**src/hw/rtl/sdlm_pkg.sv**
```systemverilog
// ----------------------------------------------------------------------------
// sdlm_pkg
// Types and constants shared by the segmented direct lookup map: transfer
// payloads, operation and status codes, register indexes and the kind view.
// ----------------------------------------------------------------------------
package sdlm_pkg;

    // field widths
    localparam int MAX_KINDS  = 4;
    localparam int KIND_W     = 2;
    localparam int HANDLE_W   = 29;
    localparam int COUNT_W    = 11;
    localparam int VALUE_W    = 16;
    // window base plus offset: three counts plus one offset, all 11 bit
    localparam int POS_W      = 13;
    localparam int CFG_ADDR_W = 5;
    localparam int CFG_DATA_W = 32;

    localparam logic [VALUE_W-1:0] EMPTY_VALUE = 16'hFFFF;

    typedef enum logic
    {
        OP_LOOKUP = 1'b0,
        OP_ADD    = 1'b1
    } op_t;

    typedef enum logic [1:0]
    {
        ST_OK        = 2'd0,
        ST_RANGE     = 2'd1,
        ST_CONFLICT  = 2'd2,
        ST_NOT_FOUND = 2'd3
    } status_t;

    typedef enum logic [2:0]
    {
        REG_KIND0_FIRST = 3'd0,
        REG_KIND0_COUNT = 3'd1,
        REG_KIND1_FIRST = 3'd2,
        REG_KIND1_COUNT = 3'd3,
        REG_KIND2_FIRST = 3'd4,
        REG_KIND2_COUNT = 3'd5,
        REG_KIND3_FIRST = 3'd6,
        REG_KIND3_COUNT = 3'd7
    } cfg_reg_t;

    typedef struct packed
    {
        op_t                 operation;
        logic [KIND_W-1:0]   event_kind;
        logic [HANDLE_W-1:0] sender_handle;
        logic [VALUE_W-1:0]  new_value;
    } req_t;

    typedef struct packed
    {
        status_t            status;
        logic [VALUE_W-1:0] found_value;
    } rsp_t;

    // per-kind window settings as seen by the datapath
    typedef struct packed
    {
        logic [MAX_KINDS-1:0][HANDLE_W-1:0] first;
        logic [MAX_KINDS-1:0][COUNT_W-1:0]  count;
        logic [MAX_KINDS-1:0][POS_W-1:0]    base;
    } kind_cfg_t;

endpackage

```
**src/hw/rtl/sdlm_cfg.sv**
```systemverilog
// ----------------------------------------------------------------------------
// sdlm_cfg
// Register bank for the per-kind handle windows, with registered window bases
// formed as the running sum of the lower kinds' handle counts.
// ----------------------------------------------------------------------------
module sdlm_cfg
    import sdlm_pkg::*;
#(
    parameter int KIND_COUNT = 4
) (
    input  logic                  clk,
    input  logic                  rst_n,
    input  logic                  psel,
    input  logic                  penable,
    input  logic                  pwrite,
    input  logic [CFG_ADDR_W-1:0] paddr,
    input  logic [CFG_DATA_W-1:0] pwdata,
    output logic [CFG_DATA_W-1:0] prdata,
    output kind_cfg_t             kcfg
);

    logic [HANDLE_W-1:0] first_reg [MAX_KINDS];
    logic [COUNT_W-1:0]  count_reg [MAX_KINDS];
    logic [MAX_KINDS-1:0][POS_W-1:0] base_reg;
    logic [MAX_KINDS-1:0][POS_W-1:0] base_next;

    cfg_reg_t          reg_idx;
    logic [KIND_W-1:0] sel_kind;
    logic              sel_count;
    logic              wr_en;

    // address decode, shared by reads and writes
    always_comb
    begin
        reg_idx = cfg_reg_t'(paddr[CFG_ADDR_W-1:2]);
        unique case (reg_idx)
            REG_KIND0_FIRST: begin sel_kind = 2'd0; sel_count = 1'b0; end
            REG_KIND0_COUNT: begin sel_kind = 2'd0; sel_count = 1'b1; end
            REG_KIND1_FIRST: begin sel_kind = 2'd1; sel_count = 1'b0; end
            REG_KIND1_COUNT: begin sel_kind = 2'd1; sel_count = 1'b1; end
            REG_KIND2_FIRST: begin sel_kind = 2'd2; sel_count = 1'b0; end
            REG_KIND2_COUNT: begin sel_kind = 2'd2; sel_count = 1'b1; end
            REG_KIND3_FIRST: begin sel_kind = 2'd3; sel_count = 1'b0; end
            REG_KIND3_COUNT: begin sel_kind = 2'd3; sel_count = 1'b1; end
            default:         begin sel_kind = 2'd0; sel_count = 1'b0; end
        endcase
    end

    assign wr_en = psel & penable & pwrite;

    // window registers, only for the kinds that exist
    for (genvar k = 0; k < MAX_KINDS; k++)
    begin : g_kind
        if (k < KIND_COUNT)
        begin : g_used
            always_ff @(posedge clk or negedge rst_n)
            begin
                if (!rst_n)
                begin
                    first_reg[k] <= '0;
                    count_reg[k] <= '0;
                end
                else if (wr_en && (sel_kind == KIND_W'(k)))
                begin
                    if (sel_count)
                    begin
                        count_reg[k] <= pwdata[COUNT_W-1:0];
                    end
                    else
                    begin
                        first_reg[k] <= pwdata[HANDLE_W-1:0];
                    end
                end
            end
        end
        else
        begin : g_unused
            assign first_reg[k] = '0;
            assign count_reg[k] = '0;
        end
    end

    // running sum of lower counts
    always_comb
    begin
        base_next[0] = '0;
        for (int k = 1; k < MAX_KINDS; k++)
        begin
            base_next[k] = base_next[k-1] + POS_W'(count_reg[k-1]);
        end
    end

    always_ff @(posedge clk or negedge rst_n)
    begin
        if (!rst_n)
        begin
            base_reg <= '0;
        end
        else
        begin
            base_reg <= base_next;
        end
    end

    // view for the datapath
    always_comb
    begin
        for (int k = 0; k < MAX_KINDS; k++)
        begin
            kcfg.first[k] = first_reg[k];
            kcfg.count[k] = count_reg[k];
        end
        kcfg.base = base_reg;
    end

    // read back
    assign prdata = sel_count ? CFG_DATA_W'(count_reg[sel_kind])
                              : CFG_DATA_W'(first_reg[sel_kind]);

endmodule

```
**config.mk**
```make
export PLATFORM = sky130hd
export DESIGN_NAME = sdlm_cfg
export DESIGN_NICKNAME = d
export VERILOG_FILES = /design/src/hw/rtl/sdlm_pkg.sv /design/src/hw/rtl/sdlm_cfg.sv
export SDC_FILE = /design/constraint.sdc
export NUM_CORES = 1
export LEC_CHECK = 0
export ABC_AREA = 1
export BUFFER_PORTS_ARGS = -buffer_cell sky130_fd_sc_hd__buf_2
export CELL_PAD_IN_SITES_DETAIL_PLACEMENT = 1
export CELL_PAD_IN_SITES_GLOBAL_PLACEMENT = 2
export CORE_MARGIN = 1.5
export CORE_UTILIZATION = 27
export DETAILED_ROUTE_END_ITERATION = 16
export PLACE_DENSITY_LB_ADDON = 0.1
export REMOVE_ABC_BUFFERS = 1
export SYNTH_ARGS = -nofsm -noshare
export SYNTH_HDL_FRONTEND = slang
export SYNTH_SLANG_ARGS = --single-unit
export TNS_END_PERCENT = 5
```
**constraint.sdc**
```tcl
create_clock -name clk -period 2.5 [get_ports clk]
set_input_delay 0 -clock clk [delete_from_list [all_inputs] [get_ports clk]]
set_output_delay 0 -clock clk [all_outputs]
set_load 0.005 [all_outputs]
```
Yosys cells after proc, flatten, opt, wreduce, memory -nomap -nowiden:

Memory sizes are Yosys's and may differ from the RTL's.
Index checks and enable logic that the tools add are counted.

* register bits: 196
* bits in read-only memories: 24
* memories: 1

* $add $sub $neg: 2
* magnitude comparators: 1
* equality and inequality tests: 3
* mux-type cells: 7
* bitwise gates (word level): 4
* reductions and logical operators: 13

Memories
* (name not given): words 8, bits a word 3, rd ports 1, clocked after Yosys merged registers in 0, write ports 0, line sdlm_cfg.sv:36 `unique case (reg_idx)`

Operators with widths (count)
* $mux 29: 3
* $bmux 29 s2: 1
* $bmux 11 s2: 1
* $mux 11: 2
* $reduce_and 2->1: 8
* $add 12x11->13: 1
* $add 11x11->12: 1
* $eq 2x2->1 const B: 2
* $logic_and 1x1->1: 4
* $ge 3x3->1 const B: 1
* $not 2->3: 1
* $and 1x1->1: 2
* $eq 2x1->1 const B: 1
* $logic_not 2->1: 1
* $not 1->1: 1

Longest topological paths before layout:

An unclocked memory read counts as a cell.

* word-level depth: 6
* depth in mapped cells: 17
* gate-level depth less buffers: 17

Worst setup path before layout:

OpenSTA, ideal clock, no wires.

* path kind: register to register
* start point: reg count_reg (netlist bit kcfg[52])
* end point: reg base_reg (netlist bit kcfg[50])
* library setup time: 0.116 ns
* arrival: 2.340 ns
* required time: 2.384 ns
* path slack: 0.044 ns
* cell stages (with the launch flop): 17
* path buffers: 0
* path through: dfrtp_1 > ha_1 > fa_1 > nand3_1 > nand3_1 > nand4_1 > nand2_1 > nand2_1 > nand2_1 > ha_1 > nand2_1 > nor2_1 > nand2_1 > a21oi_1 > nor2_1 > nand2_1 > nand2_1

RTL lines
* start: declaration: line sdlm_cfg.sv:23 `logic [COUNT_W-1:0] count_reg [MAX_KINDS];`
* start signal: indexed assignment: line sdlm_cfg.sv:67 `count_reg[k] <= pwdata[COUNT_W-1:0];`
* end signal: assignment: line sdlm_cfg.sv:101 `base_reg <= base_next;`
* end: declaration: line sdlm_cfg.sv:24 `logic [MAX_KINDS-1:0][POS_W-1:0] base_reg;`

==> impl_metrics.toml <==
[outcome]
status = "finished, final reports clean"

[setup_path]
cpMaxStageDelayCell = "dfrtp_1"
setup.worst_path.end_class = "register"
start_kind = "register"
crit_path_max_fanout = 4
slowest_delay_ns = 0.40
path_cells = "ha_2 -> fa_2 -> buf_4 -> a21oi_4 -> xnor2_2 -> ha_4 -> a21oi_2 -> nor2_1 -> nor2_1 -> nand3_1 -> nand2_1 -> nand2_1"
crit_required_ns = 2.82
path_class = "register to register"
cp.arrival_ns = 2.69
r2r_cells = 12

[timing]
layout_min_cycle_time_ns = 2.375
rsz0062_at_grt = "yes"
tightestPinTransition_ns = 0.7045
post-route-period-util_pct = 94.99
finalClockSkew_ns = 0.01183
tns_ns = 0
whs_ns = 0.1401
report.final.hold_viol_count = 0
slew_headroom_pct = 53.03
setup_ws_ns = 0.1252
setup_viol = 0
slew_viol_final = 0
clock.fmax_ghz = 0.4211

[clock_tree]
cts_tree = "done"
cts_made_buffers = 17
root_buffer = "clkbuf_16"
clk_path_buf_depth = 2
htree_levels = 4
cts_sinks = 196
insertion_delay_ns = 0.44
clk_pin_slew_worst_paths_ns = 0.08

[finish]
nets = 1445
largest_register_ffs = 196
layout-drive-gt1-share_pct = 31.63
n_fill_cell = 4040
synthToLayoutAreaGrowth_pct = 36.60
final_cell_area_um2 = 12570

[synthesis]
syn_avg_cell_area_um2 = 8.686
synth_area_um2 = 9199
synth_seq_cells = 196
synth_flop_cell = "dfrtp_1"
async_flop_share_pct = 100.0
synth_edf_count = 0
ys_types = 27
synth-seq-area-share_pct = 53.32
yosys_warnings = 0
netlist_instances = 1059

[floorplanning]
die_area_um2 = 35190
die_w_um = 187.6
initial_core_util_pct = 27.43
fp.coreArea_um2 = 33530
num_rows = 67
io_pins = 286
die_y_um = 187.6

[route]
drc_errors = 0
ant_nets = 0
viasPerCell = 4.521
drt_iter0_markers = 318
routedWlPerCell_um = 17.98
routed_wl_um = 33100
via_count = 8324
dr.pass1.iters = 5

[flow_run]
maxCapViolCount = 0

[place]
hpwl_um = 22940
dpl_cell_area_um2 = 11190
place_congestion = 0.8088
place_ws_ns = -0.1238
portBuffers = 261

[hold_path]
min_path_type = "primary input to async pin"

[grt]
antenna_found_initial = 3
grt_pass1_wl_um = 51670
grt_max_degree = 85
grt_pass1_vias = 8714
overflow = 0
gr-usage-all-layers_pct = 19.07

[power_and_ir_drop]
p_leak_nw = 6.561
powerDensity_nw_per_um2 = 893.4
vdd_drop_max_v = 0.0004783
worst max-delay path: cells and delay by family (launching register included):
family | cells | cell delay [ns]
adder cells (fa/ha/maj) | 3 | 0.80
AND/OR/NAND/NOR | 5 | 0.44
AO/OA/AOI/OAI | 2 | 0.30
XOR/XNOR | 1 | 0.15
flip-flops | 1 | 0.40
buffers and inverters | 1 | 0.17
cells in the final DEF (no fill, tap or decap), drive strengths merged, types with 4 or more instances in the layout:
cell         netlist  routed
nand2            351     351
buf               66     336
dfrtp            196     196
o21ai            160     160
inv               67      71
a22oi             43      43
nand3             36      36
a21oi             33      33
dlygate4sd3        0      30
nor2              25      25
ha                23      23
nand4             21      21
conb               1      19
clkbuf            18      18
xnor2              7       7
xor2               6       6
clkinvlp           0       4
bufinv             0       4
cell families after synthesis:
group / synth area share [%]
and+or+nand+nor: 19.15
AOI/OAI and AO/OA: 14.25
DFF: 53.32
buffers and inverters: 8.433
adders and majority gates: 3.564
xor gates and xnor gates: 1.238
other: 0.04077
cells in the mapped netlist, types with 21 or more instances:
| cell | instances | area (µm²) |
|---|---|---|
| nand2_1 | 351 | 1318 |
| dfrtp_1 | 196 | 4905 |
| o21ai_1 | 85 | 425.4 |
| o21ai_0 | 75 | 375.4 |
| inv_1 | 63 | 236.5 |
| a22oi_1 | 43 | 322.8 |
| a21oi_1 | 33 | 165.2 |
| nand3_1 | 33 | 165.2 |
| buf_4 | 31 | 232.7 |
| buf_2 | 26 | 130.1 |
| ha_1 | 23 | 287.8 |
| nor2_1 | 22 | 82.58 |
| nand4_1 | 21 | 131.4 |
final cells by class:
class	count	area, µm²	share of cell area [%]
multi-input combinational	730	3989	31.74
timing repair buffer	366	2217	17.64
clock buffer	18	439.2	3.495
antenna	2	5.005	0.03983
tap	448	560.5	4.461
sequential	196	4905	39.03
clock inverter	14	198.9	1.583
inverter	67	251.5	2.001
repair_timing:
item,CTS,global route
resized for setup,30,40
hold buffers,30,0
gates cloned,0,0
endpoints found under the hold margin,237,0
setup buffers,1,4
setup endpoints to repair,6,8
pin swaps,6,12
through the flow:
| stage | total power [mW] | util (%) | cells |
|---|---|---|---|
| 6_report | 11.23 | 37.47 | 1841 |
| 3_5_place_dp | 7.837 | 33.38 | 1772 |
| 2_1_floorplan | 5.879 | - | 993 |
| 4_1_cts | 11.17 | 36.69 | 1835 |
| 5_1_grt | 12.00 | 37.47 | 1840 |
| 3_3_place_gp | 7.797 | 33.38 | 1772 |
report_power, final:
| group | internal, mW | switching (mW) |
|---|---|---|
| combinational | 1.84 | 1.95 |
| clock | 1.72 | 1.33 |
| sequential | 3.87 | 0.516 |
layer usage:
metal  track usage (%)  vias up  routed length (µm)
met3             5.166       27                1877
met5                 0        -                   7
met4             5.262        2                 461
met1             25.32     4047               15640
met2             30.51      182               15110
li1                  -     4066                   -
path summary, 6_finish.rpt:
| path | from | end | slack [ns] |
|---|---|---|---|
| min in group clk | paddr[4] | kcfg[152] | 0.23 |
| setup reg to reg | kcfg[63] | kcfg[48] | 0.13 |
| hold reg to reg | kcfg[188] | kcfg[188] | 0.51 |
| setup / recovery | kcfg[63] | kcfg[48] | 0.13 |
| max in group asynchronous | rst_n | kcfg[139] | 1.57 |
| hold / removal | rst_n | kcfg[184] | 0.14 |
Power figures use the tool's default switching activity.
